===== config.mk =====
export PLATFORM = sky130hd
export DESIGN_NAME = fuzzy_controller_3_input_flat
export DESIGN_NICKNAME = d
export VERILOG_FILES = /design/src/hdl/fc3_pkg.sv /design/src/hdl/fc3_channels.sv /design/src/hdl/fuzzy_controller_3_input.sv /design/src/flat_wrapper.sv
export VERILOG_INCLUDE_DIRS = /design/src /design/src/hdl
export SDC_FILE = /design/constraint.sdc
export NUM_CORES = 2
export LEC_CHECK = 0
export ABC_AREA = 1
export BUFFER_PORTS_ARGS = -buffer_cell sky130_fd_sc_hd__buf_2
export CAP_MARGIN = 15
export CORE_ASPECT_RATIO = 0.8
export CORE_MARGIN = 2
export CORE_UTILIZATION = 30
export CTS_CLUSTER_SIZE = 12
export DETAILED_ROUTE_END_ITERATION = 8
export GPL_ROUTABILITY_DRIVEN = 0
export PLACE_DENSITY = 0.53
export SYNTH_ARGS = -nofsm -noshare
export SYNTH_HDL_FRONTEND = slang
export SYNTH_SLANG_ARGS = --single-unit
export TNS_END_PERCENT = 30

===== constraint.sdc =====
create_clock -name clock -period 13.75 [get_ports clock]
set_clock_uncertainty 0.05 [all_clocks]
set_input_delay 2.0625 -clock clock [delete_from_list [all_inputs] [get_ports clock]]
set_output_delay 2.0625 -clock clock [all_outputs]
set_load 0.1 [all_outputs]

===== src/hdl/fuzzy_controller_3_input_macros.svh =====
// ----------------------------------------------------------------------------
// Fuzzy controller assertion macros
// Shorthands for clocked implication checks that a reset disables.
// ----------------------------------------------------------------------------
`ifndef FUZZY_CONTROLLER_3_INPUT_MACROS_SVH
`define FUZZY_CONTROLLER_3_INPUT_MACROS_SVH

// The consequent must hold in the same cycle as the antecedent.
`define FC3_ASSERT_SAME(label, clk, rst, ante, cons) \
   label: assert property (@(posedge clk) disable iff (rst) (ante) |-> (cons)) \
      else $error("fuzzy controller check failed");

// The consequent must hold in the cycle after the antecedent.
`define FC3_ASSERT_NEXT(label, clk, rst, ante, cons) \
   label: assert property (@(posedge clk) disable iff (rst) (ante) |=> (cons)) \
      else $error("fuzzy controller check failed");

`endif


===== src/hdl/fc3_pkg.sv =====
// ----------------------------------------------------------------------------
// Fuzzy controller package
// Widths, codes and the grading and defuzzification functions.
// ----------------------------------------------------------------------------
`default_nettype none

package fc3_pkg;

   localparam int SAMPLE_WIDTH     = 16;
   localparam int ACCUM_WIDTH      = 20;
   localparam int RESULT_WIDTH     = 20;
   localparam int LEVEL_WIDTH      = 4;
   localparam int RULE_INDEX_WIDTH = 9;
   localparam int RULE_DEPTH       = 343;
   localparam int GRADE_MAX        = 3;
   localparam int GRADE_COUNT      = 2 * GRADE_MAX + 1;
   localparam int GRADE_WIDTH      = 3;
   localparam int LEVEL_CAP        = 6;
   localparam int THRESH_WIDTH     = 15;
   localparam int THRESH_COUNT     = 3;
   localparam int DEFUZZ_WIDTH     = 12;
   localparam int DEFUZZ_COUNT     = 5;
   localparam int CRISP_WIDTH      = DEFUZZ_WIDTH + 1;
   localparam int OFFSET_WIDTH     = 16;
   localparam int OPCODE_WIDTH     = 2;
   localparam int CSR_INDEX_WIDTH  = 3;
   localparam int CSR_DATA_WIDTH   = DEFUZZ_WIDTH * DEFUZZ_COUNT;

   // Diff of two samples needs one more bit than a sample.
   localparam int DIFF_WIDTH  = SAMPLE_WIDTH + 1;
   localparam int FSUM_WIDTH  = ACCUM_WIDTH + 1;
   localparam int RSUM_BASE   = (ACCUM_WIDTH > RESULT_WIDTH) ? ACCUM_WIDTH : RESULT_WIDTH;
   localparam int RSUM_WIDTH  = RSUM_BASE + 2;
   localparam int MAG_BASE    = (DIFF_WIDTH > ACCUM_WIDTH) ? DIFF_WIDTH : ACCUM_WIDTH;
   localparam int MAG_WIDTH   = (MAG_BASE > THRESH_WIDTH) ? MAG_BASE : THRESH_WIDTH;

   typedef enum logic [OPCODE_WIDTH-1:0] {
      OP_STEP  = 2'd0,
      OP_WRITE = 2'd1,
      OP_CLEAR = 2'd2
   } op_type;

   typedef enum logic [CSR_INDEX_WIDTH-1:0] {
      CSR_ERROR_THRESH = 3'd0,
      CSR_DIFF_THRESH  = 3'd1,
      CSR_FORCE_THRESH = 3'd2,
      CSR_DEFUZZ       = 3'd3,
      CSR_OFFSET       = 3'd4
   } csr_index_type;

   typedef logic [GRADE_WIDTH-1:0]                 grade_index_type;
   typedef logic [THRESH_COUNT*THRESH_WIDTH-1:0]   thresh_set_type;
   typedef logic [DEFUZZ_COUNT*DEFUZZ_WIDTH-1:0]   defuzz_set_type;

   // Grade a magnitude against three thresholds and return the grade offset
   // by GRADE_MAX, so that 0 is the most negative grade.
   function automatic grade_index_type grade_index(input logic neg,
                                                   input logic [MAG_WIDTH-1:0] mag,
                                                   input thresh_set_type thr);
      logic [GRADE_WIDTH-1:0] g;
      if (mag > MAG_WIDTH'(thr[2*THRESH_WIDTH +: THRESH_WIDTH])) begin
         g = GRADE_WIDTH'(GRADE_MAX);
      end else if (mag > MAG_WIDTH'(thr[THRESH_WIDTH +: THRESH_WIDTH])) begin
         g = GRADE_WIDTH'(2);
      end else if (mag > MAG_WIDTH'(thr[0 +: THRESH_WIDTH])) begin
         g = GRADE_WIDTH'(1);
      end else begin
         g = '0;
      end
      return neg ? GRADE_WIDTH'(GRADE_MAX) - g : GRADE_WIDTH'(GRADE_MAX) + g;
   endfunction

   // Map a signed rule level to a signed crisp output.
   function automatic logic signed [CRISP_WIDTH-1:0] defuzzify(
         input logic signed [LEVEL_WIDTH-1:0] level,
         input defuzz_set_type levels);
      logic [LEVEL_WIDTH-1:0]  mag;
      logic [2:0]              slot;
      logic [DEFUZZ_WIDTH-1:0] d;
      logic [CRISP_WIDTH-1:0]  d_ext;
      mag  = level[LEVEL_WIDTH-1] ? LEVEL_WIDTH'(-level) : LEVEL_WIDTH'(level);
      slot = 3'(DEFUZZ_COUNT - 1);
      case (mag) inside
         [4'd1:4'(LEVEL_CAP - 1)]: slot = 3'(mag - 4'd1);
         default:                  slot = 3'(DEFUZZ_COUNT - 1);
      endcase
      d     = levels[slot*DEFUZZ_WIDTH +: DEFUZZ_WIDTH];
      d_ext = {1'b0, d};
      if (mag == '0) begin
         return '0;
      end
      return level[LEVEL_WIDTH-1] ? $signed(-d_ext) : $signed(d_ext);
   endfunction

endpackage

`default_nettype wire


===== src/hdl/fc3_channels.sv =====
// ----------------------------------------------------------------------------
// Fuzzy controller channels
// Valid/ready interfaces for requests, results and register writes.
// ----------------------------------------------------------------------------
`default_nettype none

interface fc3_req_if;
   logic                                          valid;
   logic                                          ready;
   logic [fc3_pkg::OPCODE_WIDTH-1:0]              opcode;
   logic signed [fc3_pkg::SAMPLE_WIDTH-1:0]       error_sample;
   logic [fc3_pkg::RULE_INDEX_WIDTH-1:0]          rule_index;
   logic signed [fc3_pkg::LEVEL_WIDTH-1:0]        rule_level;

   modport source (output valid, opcode, error_sample, rule_index, rule_level,
                   input ready);
   modport sink   (input valid, opcode, error_sample, rule_index, rule_level,
                   output ready);
endinterface

interface fc3_rsp_if;
   logic                                          valid;
   logic                                          ready;
   logic signed [fc3_pkg::RESULT_WIDTH-1:0]       control_result;
   logic signed [fc3_pkg::LEVEL_WIDTH-1:0]        fuzzy_level;
   logic                                          saturated;

   modport source (output valid, control_result, fuzzy_level, saturated,
                   input ready);
   modport sink   (input valid, control_result, fuzzy_level, saturated,
                   output ready);
endinterface

interface fc3_csr_if;
   logic                                          valid;
   logic                                          ready;
   logic [fc3_pkg::CSR_INDEX_WIDTH-1:0]           reg_index;
   logic [fc3_pkg::CSR_DATA_WIDTH-1:0]            wr_data;

   modport source (output valid, reg_index, wr_data, input ready);
   modport sink   (input valid, reg_index, wr_data, output ready);
endinterface

`default_nettype wire


===== src/hdl/fuzzy_controller_3_input.sv =====
// ----------------------------------------------------------------------------
// Three-input fuzzy controller
// Grades error, diff and force, looks up a rule memory and defuzzifies.
// ----------------------------------------------------------------------------
// In the cycle a control step request is accepted, the error, the diff and the
// saturated force accumulator are graded and the rule memory read is launched;
// in the next cycle the registered rule level is defuzzified and the result is
// formed, and when the second stage moves, the result enters the output
// register and the crisp output is stored back for the following step. The
// result is valid on the response channel from the output register. Because
// the next step's force depends on this step's crisp output, the request
// channel is not ready while the second stage holds a control step, which it
// leaves as soon as the output register can take the result; so a new control
// step is not accepted before the last one has left the second stage. Rule
// writes, clears and unknown opcodes produce no response and are taken one per
// cycle while the second stage holds no control step. A finished result may
// wait in the output register while the next request is accepted; a control
// step accepted behind it then stays in the second stage, and the request
// channel stays stalled until the waiting result is taken.
// The rule memory is not cleared by reset; every entry that a control step
// can address must be written first. Register writes are always accepted and
// are meant to happen while idle.
// ----------------------------------------------------------------------------
`default_nettype none

`include "fuzzy_controller_3_input_macros.svh"

module fuzzy_controller_3_input (
   input  wire          clock,
   input  wire          reset,
   fc3_req_if.sink      req_bus,
   fc3_rsp_if.source    rsp_bus,
   fc3_csr_if.sink      csr_bus
);

   // Configuration registers.
   fc3_pkg::thresh_set_type                     error_thr_ff;
   fc3_pkg::thresh_set_type                     diff_thr_ff;
   fc3_pkg::thresh_set_type                     force_thr_ff;
   fc3_pkg::defuzz_set_type                     defuzz_ff;
   logic signed [fc3_pkg::OFFSET_WIDTH-1:0]     offset_ff;

   // Controller state.
   logic signed [fc3_pkg::SAMPLE_WIDTH-1:0]     prev_err_ff;
   logic signed [fc3_pkg::ACCUM_WIDTH-1:0]      force_sum_ff;
   logic signed [fc3_pkg::CRISP_WIDTH-1:0]      prev_out_ff;

   // Rule memory and its registered read data.
   logic signed [fc3_pkg::LEVEL_WIDTH-1:0]      rule_mem [fc3_pkg::RULE_DEPTH];
   logic signed [fc3_pkg::LEVEL_WIDTH-1:0]      rule_rd_ff;

   // Second stage and output register.
   logic                                        s1_valid_ff;
   logic                                        s1_fsat_ff;
   logic                                        rsp_valid_ff;
   logic signed [fc3_pkg::RESULT_WIDTH-1:0]     control_result_ff;
   logic signed [fc3_pkg::LEVEL_WIDTH-1:0]      fuzzy_level_ff;
   logic                                        saturated_ff;

   logic                                        req_hs;
   logic                                        step_acc;
   logic                                        write_acc;
   logic                                        clear_acc;
   logic                                        s1_move;
   logic                                        csr_hs;

   logic signed [fc3_pkg::DIFF_WIDTH-1:0]       e_ext;
   logic signed [fc3_pkg::DIFF_WIDTH-1:0]       diff;
   logic signed [fc3_pkg::FSUM_WIDTH-1:0]       fsum_wide;
   logic                                        force_clip;
   logic signed [fc3_pkg::ACCUM_WIDTH-1:0]      force_in;
   logic signed [fc3_pkg::MAG_WIDTH-1:0]        e_wide;
   logic signed [fc3_pkg::MAG_WIDTH-1:0]        d_wide;
   logic signed [fc3_pkg::MAG_WIDTH-1:0]        f_wide;
   logic [fc3_pkg::MAG_WIDTH-1:0]               e_mag;
   logic [fc3_pkg::MAG_WIDTH-1:0]               d_mag;
   logic [fc3_pkg::MAG_WIDTH-1:0]               f_mag;
   fc3_pkg::grade_index_type                    eg;
   fc3_pkg::grade_index_type                    dg;
   fc3_pkg::grade_index_type                    fg;
   logic [fc3_pkg::RULE_INDEX_WIDTH-1:0]        rd_addr;

   logic signed [fc3_pkg::CRISP_WIDTH-1:0]      crisp;
   logic signed [fc3_pkg::RSUM_WIDTH-1:0]       rsum;
   logic [fc3_pkg::RSUM_WIDTH-fc3_pkg::RESULT_WIDTH:0] rsum_top;
   logic                                        result_clip;
   logic signed [fc3_pkg::RESULT_WIDTH-1:0]     result_in;

   // ------------------------------------------------------------------------
   // Handshakes. The request channel stalls only while the second stage
   // still holds a control step.
   // ------------------------------------------------------------------------
   assign req_bus.ready = !s1_valid_ff;
   assign csr_bus.ready = 1'b1;
   assign req_hs        = req_bus.valid && req_bus.ready;
   assign csr_hs        = csr_bus.valid && csr_bus.ready;
   assign step_acc      = req_hs && (req_bus.opcode == fc3_pkg::OP_STEP);
   assign write_acc     = req_hs && (req_bus.opcode == fc3_pkg::OP_WRITE) &&
                          (req_bus.rule_index < fc3_pkg::RULE_INDEX_WIDTH'(fc3_pkg::RULE_DEPTH));
   assign clear_acc     = req_hs && (req_bus.opcode == fc3_pkg::OP_CLEAR);
   assign s1_move       = s1_valid_ff && (!rsp_valid_ff || rsp_bus.ready);

   // ------------------------------------------------------------------------
   // First stage: diff, force accumulation with saturation, grading and the
   // rule address.
   // ------------------------------------------------------------------------
   always_comb begin
      e_ext      = fc3_pkg::DIFF_WIDTH'(req_bus.error_sample);
      diff       = fc3_pkg::DIFF_WIDTH'(prev_err_ff) - e_ext;
      fsum_wide  = fc3_pkg::FSUM_WIDTH'(force_sum_ff) + fc3_pkg::FSUM_WIDTH'(prev_out_ff);

      // The sum overflowed when its two top bits differ.
      force_clip = fsum_wide[fc3_pkg::ACCUM_WIDTH] != fsum_wide[fc3_pkg::ACCUM_WIDTH-1];
      if (force_clip) begin
         force_in = {fsum_wide[fc3_pkg::ACCUM_WIDTH],
                     {(fc3_pkg::ACCUM_WIDTH-1){~fsum_wide[fc3_pkg::ACCUM_WIDTH]}}};
      end else begin
         force_in = fsum_wide[fc3_pkg::ACCUM_WIDTH-1:0];
      end

      e_wide = fc3_pkg::MAG_WIDTH'(req_bus.error_sample);
      d_wide = fc3_pkg::MAG_WIDTH'(diff);
      f_wide = fc3_pkg::MAG_WIDTH'(force_in);
      e_mag  = e_wide[fc3_pkg::MAG_WIDTH-1] ? fc3_pkg::MAG_WIDTH'(-e_wide) : e_wide;
      d_mag  = d_wide[fc3_pkg::MAG_WIDTH-1] ? fc3_pkg::MAG_WIDTH'(-d_wide) : d_wide;
      f_mag  = f_wide[fc3_pkg::MAG_WIDTH-1] ? fc3_pkg::MAG_WIDTH'(-f_wide) : f_wide;

      eg = fc3_pkg::grade_index(e_wide[fc3_pkg::MAG_WIDTH-1], e_mag, error_thr_ff);
      dg = fc3_pkg::grade_index(d_wide[fc3_pkg::MAG_WIDTH-1], d_mag, diff_thr_ff);
      fg = fc3_pkg::grade_index(f_wide[fc3_pkg::MAG_WIDTH-1], f_mag, force_thr_ff);

      rd_addr = fc3_pkg::RULE_INDEX_WIDTH'(fg) *
                   fc3_pkg::RULE_INDEX_WIDTH'(fc3_pkg::GRADE_COUNT * fc3_pkg::GRADE_COUNT) +
                fc3_pkg::RULE_INDEX_WIDTH'(dg) *
                   fc3_pkg::RULE_INDEX_WIDTH'(fc3_pkg::GRADE_COUNT) +
                fc3_pkg::RULE_INDEX_WIDTH'(eg);
   end

   // ------------------------------------------------------------------------
   // Rule memory: one write port for rule loads, one registered read port for
   // control steps. A write and a read never fall in the same cycle, and a
   // read in the cycle after a write already sees the new entry.
   // ------------------------------------------------------------------------
   always_ff @(posedge clock) begin
      if (write_acc) begin
         rule_mem[req_bus.rule_index] <= req_bus.rule_level;
      end
      if (step_acc) begin
         rule_rd_ff <= rule_mem[rd_addr];
      end
   end

   // ------------------------------------------------------------------------
   // Second stage: defuzzify the looked-up level and form the saturated
   // result from offset, force and crisp output.
   // ------------------------------------------------------------------------
   always_comb begin
      crisp    = fc3_pkg::defuzzify(rule_rd_ff, defuzz_ff);
      rsum     = fc3_pkg::RSUM_WIDTH'(offset_ff) + fc3_pkg::RSUM_WIDTH'(force_sum_ff) +
                 fc3_pkg::RSUM_WIDTH'(crisp);
      // The result fits when every bit from the result's sign bit up agrees.
      rsum_top    = rsum[fc3_pkg::RSUM_WIDTH-1:fc3_pkg::RESULT_WIDTH-1];
      result_clip = !((&rsum_top) || !(|rsum_top));
      if (result_clip) begin
         result_in = {rsum[fc3_pkg::RSUM_WIDTH-1],
                      {(fc3_pkg::RESULT_WIDTH-1){~rsum[fc3_pkg::RSUM_WIDTH-1]}}};
      end else begin
         result_in = rsum[fc3_pkg::RESULT_WIDTH-1:0];
      end
   end

   // ------------------------------------------------------------------------
   // Control state, configuration and pipeline valid bits.
   // ------------------------------------------------------------------------
   always_ff @(posedge clock) begin
      if (reset) begin
         error_thr_ff  <= '0;
         diff_thr_ff   <= '0;
         force_thr_ff  <= '0;
         defuzz_ff     <= '0;
         offset_ff     <= '0;
         prev_err_ff   <= '0;
         force_sum_ff  <= '0;
         prev_out_ff   <= '0;
         s1_valid_ff   <= 1'b0;
         rsp_valid_ff  <= 1'b0;
      end else begin
         if (csr_hs) begin
            case (fc3_pkg::csr_index_type'(csr_bus.reg_index))
               fc3_pkg::CSR_ERROR_THRESH: error_thr_ff <= csr_bus.wr_data[$bits(error_thr_ff)-1:0];
               fc3_pkg::CSR_DIFF_THRESH:  diff_thr_ff  <= csr_bus.wr_data[$bits(diff_thr_ff)-1:0];
               fc3_pkg::CSR_FORCE_THRESH: force_thr_ff <= csr_bus.wr_data[$bits(force_thr_ff)-1:0];
               fc3_pkg::CSR_DEFUZZ:       defuzz_ff    <= csr_bus.wr_data[$bits(defuzz_ff)-1:0];
               fc3_pkg::CSR_OFFSET:       offset_ff    <= csr_bus.wr_data[fc3_pkg::OFFSET_WIDTH-1:0];
               default: begin
               end
            endcase
         end

         if (clear_acc) begin
            prev_err_ff  <= '0;
            force_sum_ff <= '0;
            prev_out_ff  <= '0;
         end else if (step_acc) begin
            prev_err_ff  <= req_bus.error_sample;
            force_sum_ff <= force_in;
         end else if (s1_move) begin
            prev_out_ff  <= crisp;
         end

         if (step_acc) begin
            s1_valid_ff <= 1'b1;
         end else if (s1_move) begin
            s1_valid_ff <= 1'b0;
         end

         if (s1_move) begin
            rsp_valid_ff <= 1'b1;
         end else if (rsp_bus.ready) begin
            rsp_valid_ff <= 1'b0;
         end
      end
   end

   // Payload registers.
   always_ff @(posedge clock) begin
      if (step_acc) begin
         s1_fsat_ff <= force_clip;
      end
      if (s1_move) begin
         control_result_ff <= result_in;
         fuzzy_level_ff    <= rule_rd_ff;
         saturated_ff      <= s1_fsat_ff || result_clip;
      end
   end

   assign rsp_bus.valid          = rsp_valid_ff;
   assign rsp_bus.control_result = control_result_ff;
   assign rsp_bus.fuzzy_level    = fuzzy_level_ff;
   assign rsp_bus.saturated      = saturated_ff;

   // ------------------------------------------------------------------------
   // Assertions.
   // ------------------------------------------------------------------------
   `FC3_ASSERT_NEXT(a_step_enters_stage, clock, reset, step_acc, s1_valid_ff)
   `FC3_ASSERT_NEXT(a_stage_fills_output, clock, reset, s1_move, rsp_valid_ff)
   `FC3_ASSERT_NEXT(a_clear_zeroes_state, clock, reset, clear_acc, (force_sum_ff == '0) && (prev_out_ff == '0) && (prev_err_ff == '0))
   `FC3_ASSERT_SAME(a_no_response_from_idle, clock, reset, s1_move, !step_acc)

endmodule

`default_nettype wire

===== src/flat_wrapper.sv =====
// flat-port wrapper written by rule: the top's interface ports become plain ports
module fuzzy_controller_3_input_flat 
  (clock, reset, req_bus_valid, req_bus_opcode, req_bus_error_sample, req_bus_rule_index, req_bus_rule_level, req_bus_ready, rsp_bus_valid, rsp_bus_control_result, rsp_bus_fuzzy_level, rsp_bus_saturated, rsp_bus_ready, csr_bus_valid, csr_bus_reg_index, csr_bus_wr_data, csr_bus_ready);
  fc3_req_if req_bus_i ();
  fc3_rsp_if rsp_bus_i ();
  fc3_csr_if csr_bus_i ();
  input  wire clock;
  input  wire reset;
  input wire logic [$bits(req_bus_i.valid)-1:0] req_bus_valid;
  input wire logic [$bits(req_bus_i.opcode)-1:0] req_bus_opcode;
  input wire logic [$bits(req_bus_i.error_sample)-1:0] req_bus_error_sample;
  input wire logic [$bits(req_bus_i.rule_index)-1:0] req_bus_rule_index;
  input wire logic [$bits(req_bus_i.rule_level)-1:0] req_bus_rule_level;
  output wire logic [$bits(req_bus_i.ready)-1:0] req_bus_ready;
  output wire logic [$bits(rsp_bus_i.valid)-1:0] rsp_bus_valid;
  output wire logic [$bits(rsp_bus_i.control_result)-1:0] rsp_bus_control_result;
  output wire logic [$bits(rsp_bus_i.fuzzy_level)-1:0] rsp_bus_fuzzy_level;
  output wire logic [$bits(rsp_bus_i.saturated)-1:0] rsp_bus_saturated;
  input wire logic [$bits(rsp_bus_i.ready)-1:0] rsp_bus_ready;
  input wire logic [$bits(csr_bus_i.valid)-1:0] csr_bus_valid;
  input wire logic [$bits(csr_bus_i.reg_index)-1:0] csr_bus_reg_index;
  input wire logic [$bits(csr_bus_i.wr_data)-1:0] csr_bus_wr_data;
  output wire logic [$bits(csr_bus_i.ready)-1:0] csr_bus_ready;
  assign req_bus_i.valid = req_bus_valid;
  assign req_bus_i.opcode = req_bus_opcode;
  assign req_bus_i.error_sample = req_bus_error_sample;
  assign req_bus_i.rule_index = req_bus_rule_index;
  assign req_bus_i.rule_level = req_bus_rule_level;
  assign req_bus_ready = req_bus_i.ready;
  assign rsp_bus_valid = rsp_bus_i.valid;
  assign rsp_bus_control_result = rsp_bus_i.control_result;
  assign rsp_bus_fuzzy_level = rsp_bus_i.fuzzy_level;
  assign rsp_bus_saturated = rsp_bus_i.saturated;
  assign rsp_bus_i.ready = rsp_bus_ready;
  assign csr_bus_i.valid = csr_bus_valid;
  assign csr_bus_i.reg_index = csr_bus_reg_index;
  assign csr_bus_i.wr_data = csr_bus_wr_data;
  assign csr_bus_ready = csr_bus_i.ready;
  fuzzy_controller_3_input u_core (.clock(clock), .reset(reset), .req_bus(req_bus_i), .rsp_bus(rsp_bus_i), .csr_bus(csr_bus_i));
endmodule

# == Yosys cells after proc, flatten, opt, wreduce, memory -nomap -nowiden ==
# Memory sizes are Yosys's and may differ from the RTL's. A register that Yosys moved wholly into a read port is not among the register bits.
# Cells that the tools add are included.
# word_totals
regBits,288
latchBits,0
ram_bits,1372
mem_bits_ro,0
in_bits,99
out_inout_bits,28
elab_cells,116
mem_count,1
# op_classes
addsub,18
n_mul,3
div_mod_pow,0
n_lt_le_gt_ge,12
n_eq_ne,7
shift,1
muxes,29
n_bitwise,3
reduce_logical,28
# mem_list
name,depth,width,read_ports,rd_clocked_by_memory_dff,write_ports,line_no,rtl
u_core.rule_mem,343,4,1,1,1,fuzzy_controller_3_input.sv:49,logic signed [fc3_pkg::LEVEL_WIDTH-1:0] rule_mem [fc3_pkg::RULE_DEPTH];
# ops
cell,count
$gt 20x15->1,9
$mux 20,5
$shiftx 60x8->12,1
$mux 13,3
$mux 3,10
$add 21x13->22,1
$add 16x20->21,1
$add 20x13->21,1
$neg 16->20,1
$neg 17->20,1
$neg 20->20,1
$sub 16x16->17,1
$neg 12->13,1
$reduce_and 2->1,6
$mux 1,10
$add 2x3->3 const A,3
$add 9x3->9,1
$add 9x6->9,1
$lt 9x9->1 const B,1
$mul 3x6->9 const B,1
$sub 2x3->3 const A,3
$logic_and 1x1->1,7
$eq 3x2->1 const B,2
$mul 3x3->6 const B,1
other kinds (21),29

# == Logic depth before layout (Yosys ltp) ==
# logic_depth
ltp_word,16
depth_mapped,63
mapped_depth_nobuf,62

# == Worst setup path before layout ==
# Ideal clock, no wire load.
# synth_timing
path_kind,input port to flip-flop
startpoint,input port req_bus_error_sample[0]
endpoint,register u_core.rule_rd_ff[0] (netlist bit) (read register of u_core.rule_mem) (data pin)
setup_ps,253
arrival_time_ps,9875
required_time_ps,13447
path_slack_ps,3571
stages,43
path_buffers,4
cell_sequence,ha_1 -> inv_1 -> fa_1 -> nand3_1 -> nand2_1 -> a21boi_1 -> o21ai_1 -> nand3_1 -> o2111ai_1 -> or2_2 -> nand2_1 -> inv_1 -> clkbuf_1 -> o21ai_0 -> ha_1 -> inv_1 -> o21bai_1 -> a221oi_1 -> (+7 left out) -> inv_1 -> nor2_1 -> nor2_1 -> ha_1 -> xor2_1 -> fa_1 -> ha_1 -> inv_1 -> fa_1 -> fa_1 -> clkbuf_1 -> clkbuf_1 -> clkbuf_1 -> o221ai_1 -> a31oi_1 -> o31ai_1 -> nand3_1 -> nand2_1
# synth_between
elab_chain_len,12
elab_cells_between_ends,26
# synth_rtl
element,line_no,rtl
from (decl),flat_wrapper.sv:11,input wire logic [$bits(req_bus_i.error_sample)-1:0] req_bus_error_sample;
$sub 16x16->17,fuzzy_controller_3_input.sv:109,diff = fc3_pkg::DIFF_WIDTH'(prev_err_ff) - e_ext;
$neg 17->20,fuzzy_controller_3_input.sv:125,d_mag = d_wide[fc3_pkg::MAG_WIDTH-1] ? fc3_pkg::MAG_WIDTH'(-d_wide) : d_wide;
$mux 20,fuzzy_controller_3_input.sv:125,
$gt 20x15->1,fc3_pkg.sv:65,end else if (mag > MAG_WIDTH'(thr[0 +: THRESH_WIDTH])) begin
$mux 1,fc3_pkg.sv:65,
$mux 3,fc3_pkg.sv:63,end else if (mag > MAG_WIDTH'(thr[THRESH_WIDTH +: THRESH_WIDTH])) begin
$mux 3,fc3_pkg.sv:61,if (mag > MAG_WIDTH'(thr[2*THRESH_WIDTH +: THRESH_WIDTH])) begin
$add 2x3->3 / $sub 2x3->3 (equally long branches),fc3_pkg.sv:70,return neg ? GRADE_WIDTH'(GRADE_MAX) - g : GRADE_WIDTH'(GRADE_MAX) + g;
$mux 3,fc3_pkg.sv:70,
$mul 3x3->6,fuzzy_controller_3_input.sv:134,fc3_pkg::RULE_INDEX_WIDTH'(dg) *
$add 9x6->9,fuzzy_controller_3_input.sv:133,fc3_pkg::RULE_INDEX_WIDTH'(fc3_pkg::GRADE_COUNT * fc3_pkg::GRADE_COUNT) +
$add 9x3->9 (*),fuzzy_controller_3_input.sv:135,fc3_pkg::RULE_INDEX_WIDTH'(fc3_pkg::GRADE_COUNT) +
to (decl),fuzzy_controller_3_input.sv:50,logic signed [fc3_pkg::LEVEL_WIDTH-1:0] rule_rd_ff;
# Every way passes the cells marked *; elsewhere a longest branch is shown, timed or not.
# A chain may end at the register's enable or synchronous reset.

# == Worst setup path after layout ==
# layout_timing
startpoint,register u_core.force_sum_ff[5] (netlist bit)
endpoint,register u_core.rule_rd_ff[1] (netlist bit) (read register of u_core.rule_mem) (data pin)
# layout_between
elab_chain_len,14
elab_cells_between_ends,18
# layout_rtl
element,line_no,rtl
from (decl),fuzzy_controller_3_input.sv:45,logic signed [fc3_pkg::ACCUM_WIDTH-1:0] force_sum_ff;
from (signal assigned),fuzzy_controller_3_input.sv:206,force_sum_ff <= force_in;
$add 20x13->21 (*),fuzzy_controller_3_input.sv:110,fsum_wide = fc3_pkg::FSUM_WIDTH'(force_sum_ff) + fc3_pkg::FSUM_WIDTH'(prev_out_ff);
$ne 1x1->1 (*),fuzzy_controller_3_input.sv:113,force_clip = fsum_wide[fc3_pkg::ACCUM_WIDTH] != fsum_wide[fc3_pkg::ACCUM_WIDTH-1];
net u_core.force_clip,fuzzy_controller_3_input.sv:70,logic force_clip;
$mux 20 (*),fuzzy_controller_3_input.sv:114,if (force_clip) begin
$neg 20->20,fuzzy_controller_3_input.sv:126,f_mag = f_wide[fc3_pkg::MAG_WIDTH-1] ? fc3_pkg::MAG_WIDTH'(-f_wide) : f_wide;
$mux 20,fuzzy_controller_3_input.sv:126,
$gt 20x15->1,fc3_pkg.sv:65,
$mux 1,fc3_pkg.sv:65,
$mux 3,fc3_pkg.sv:63,
$mux 3,fc3_pkg.sv:61,
$add 2x3->3 / $sub 2x3->3 (equally long branches),fc3_pkg.sv:70,
$mux 3 (*),fc3_pkg.sv:70,
$mul 3x6->9 (*),fuzzy_controller_3_input.sv:132,rd_addr = fc3_pkg::RULE_INDEX_WIDTH'(fg) *
$add 9x6->9 (*),fuzzy_controller_3_input.sv:133,
$add 9x3->9 (*),fuzzy_controller_3_input.sv:135,
# Mark *: on every way through the listed nets, which the timed path passes. The rest lies on a longest branch.

==> qor.yml <==
grt:
  grt_pass1_wl_um: 338000
  grt_use_total_pct: 17.4
  overflow: 0
  grt_max_degree: 201
  grt_pass1_vias: 51800
  antenna_found_initial: 12
setup_path:
  rr_endpoint: "u_core.rule_rd_ff[1]"
  startpoint: "u_core.force_sum_ff[5]"
  worstPathRequired_ns: 14.33
  r2r_cells: 51
  endpoint: "u_core.rule_rd_ff[1]"
  cpMostUsedCell: "nand2_1"
  r2r_start: "u_core.force_sum_ff[5]"
  crit_fanout: 51
  cp_slowest_stage_delay_ns: 0.93
  crit_slowest_cell: "fa_4"
  setup.worst_path.class: "register to register"
  crit_arrival_ns: 12.61
  cp-end-kind: "register"
  start_kind: "register"
  reg2reg_slack_ns: 1.72
synthesis:
  synthMuxAreaShare_pct: 0
  synth.distinct_cells: 57
  synth_area_per_cell_um2: 10.7
  synth_top_area_share_pct: 56.1
  synth_fa_ha_area_share_pct: 4.54
  synth_xor_area_share_pct: 0.933
  yosys_warnings: 0
  synth.yosys.seq_area_share_pct: 63.0
  synth_compound_area_share_pct: 14.1
  synth_area_um2: 75100
  syn-num-nets: 7344
  netlist_instances: 6988
  async_reset_ff_share_pct: 0
  synth-simple-area-share_pct: 12.7
  synth_top_family_by_area: "compound AO/OA/AOI/OAI gates"
  yosysTopAreaCell: "edfxtp_1"
  synth_seq_cells: 1664
  synthFlopType: "edfxtp_1"
  synth_area_leaders: "edfxtp_1, dfxtp_1, nor2_1"
  synth_enable_flop_cells: 1402
floorplanning:
  die_width_um: 563
  ios: 127
  rows: 164
  die_h_um: 452
  core_um2: 249000
  die_area_um2: 254000
  start_util_pct: 30.1
timing:
  max_freq_ghz: 0.0831
  drv_slew: 0
  setup-violations-final: 0
  timing.slew.headroom_pct: 17.9
  fin_crit_ns: 12.03
  rsz0062_at_grt: "no"
  tns_ns: 0
  hold_violations: 0
  worst_pin_slew_ns: 1.23
  finalCritPeriodShare_pct: 87.5
clock_tree:
  cts_tree: "yes"
  path_clk_slew_ns: 0.06
  hold_buffers: 0
  post_cts_buffers: 0
  cts_root_buf: "clkbuf_16"
  htree_levels: 4
  clk-insertion-delay-late_ns: 0.84
  clock-sinks: 1664
  clk_path_buf_depth: 4
  cts_resized: 0
  cts_buffers: 182
outcome:
  status: "complete, no violations"
layout:
  finalNetCount: 7290
  drive_gt1_share_pct: 7.29
  syn2layout_area_growth_pct: 12.4
  final_cell_area_um2: 84400
  final_common_cell: "edfxtp_1"
  final_cell_mix: "edfxtp_1, nor2_1, o21ai_0"
drt:
  drt_wl_total_um: 227000
  drt_iter0_drc: 6092
  drtAntennaViolNets: 0
  wire_per_inst_um: 21.9
  vias: 54100
  vias_per_cell: 5.22
  drcViolationCount: 0
  dr.pass1.iters: 5
min_path:
  min_from: "u_core.defuzz_ff[30]"
  min_path_type: "register to register"
run:
  cap_violations: 0
placement:
  port_buffers: 125
  placed_area_um2: 79100
  dp_hpwl_um: 142000
## critical path: cells and delay by family, from the launching register on
| kind | cells | cell delay (ns) |
|---|---|---|
| simple gates | 23 | 3.78 |
| fa+ha+maj | 8 | 3.71 |
| buf+inv | 7 | 1.74 |
| compound gates | 11 | 1.67 |
| xor+xnor | 2 | 0.39 |
| flops | 1 | 0.36 |
## worst min-delay path by stage
stage	end	slack, ns	depth (start not counted)
after floorplan	u_core.rsp_bus.fuzzy_level[3]	0.38	0
after global routing	u_core.defuzz_ff[34]	0.43	2
after detailed placement	u_core.defuzz_ff[47]	0.40	2
final	u_core.defuzz_ff[30]	0.42	2
after CTS	u_core.prev_err_ff[0]	0.41	2
after global placement	u_core.defuzz_ff[11]	0.40	2
## cell usage after synthesis (3+ instances only)
master,instances
o21ai_1,24
inv_1,444
o21bai_1,15
clkbuf_1,384
nand4_1,51
nand3_1,291
nand3b_1,11
buf_6,4
xnor2_1,20
nor2_1,1395
or2_2,8
nor3_1,33
a21oi_1,198
dfxtp_1,262
nand2_2,8
a21boi_1,3
xor2_1,60
o221a_2,7
a211oi_1,169
nor2_2,10
a31oi_1,14
buf_2,20
o21a_1,5
a221oi_1,4
nand2_1,511
o21ai_0,836
o31ai_1,10
nor4_1,3
o21ai_2,7
clkinv_1,9
buf_1,26
o211ai_1,93
buf_4,8
ha_1,231
edfxtp_1,1402
o22ai_1,98
inv_2,16
o311ai_0,4
o221ai_1,238
fa_1,26
a21o_1,5
nand3_2,6
## flip-flops by register name (all words and copies together) (netlist names)
name	count
u_core.defuzz_ff	60
u_core.diff_thr_ff	45
u_core.error_thr_ff	45
u_core.force_sum_ff	20
u_core.force_thr_ff	45
u_core.offset_ff	16
u_core.prev_err_ff	16
u_core.prev_out_ff	13
u_core.rsp_bus.control_result	20
u_core.rsp_bus.fuzzy_level	4
u_core.rsp_bus.saturated	1
u_core.rsp_bus.valid	1
u_core.rule_mem	1372
u_core.rule_rd_ff	4
u_core.s1_fsat_ff	1
u_core.s1_valid_ff	1
## area by class of cell
class / count / area, um^2
clock inverter: 61 / 527
antenna: 8 / 20.0
fill: 24900 / 165000
sequential: 1664 / 47300
inverter: 469 / 1780
multi-input combinational: 4413 / 24400
tap: 3320 / 4150
timing repair buffer: 204 / 1450
clock buffer: 226 / 4780
## metrics by stage
step                std cells  hold slack [ns]  worst slack [ns]  util (%)
floorplan                6988            0.378              3.57         -
global placement        10100            0.399              1.44      31.7
detailed placement      10100            0.404              1.34      31.7
CTS                     10400            0.413              1.83      33.9
global route            10400            0.430             0.950      33.9
finish                  10400            0.415              1.72      33.9
## metal layers
metal / up-vias / routed length [um] / global-route usage [%]
met5: - / 0 / 0
li1: 25000 / - / -
met4: 0 / 5880 / 4.74
met3: 302 / 17500 / 3.09
met2: 2016 / 98000 / 26.0
met1: 26700 / 106000 / 25.6
## cells by family (layout without fill, tap and decap cells)
| family | after synthesis | count (layout) |
|---|---|---|
| flops | 1664 | 1664 |
| xor+xnor | 80 | 80 |
| other cells | 1 | 9 |
| compound gates | 1736 | 1736 |
| fa+ha+maj | 257 | 257 |
| buf+inv | 911 | 960 |
| simple gates | 2339 | 2339 |
Power is not shown: default switching activity piles up to over one toggle a cycle in this logic, so the estimate is an artifact.
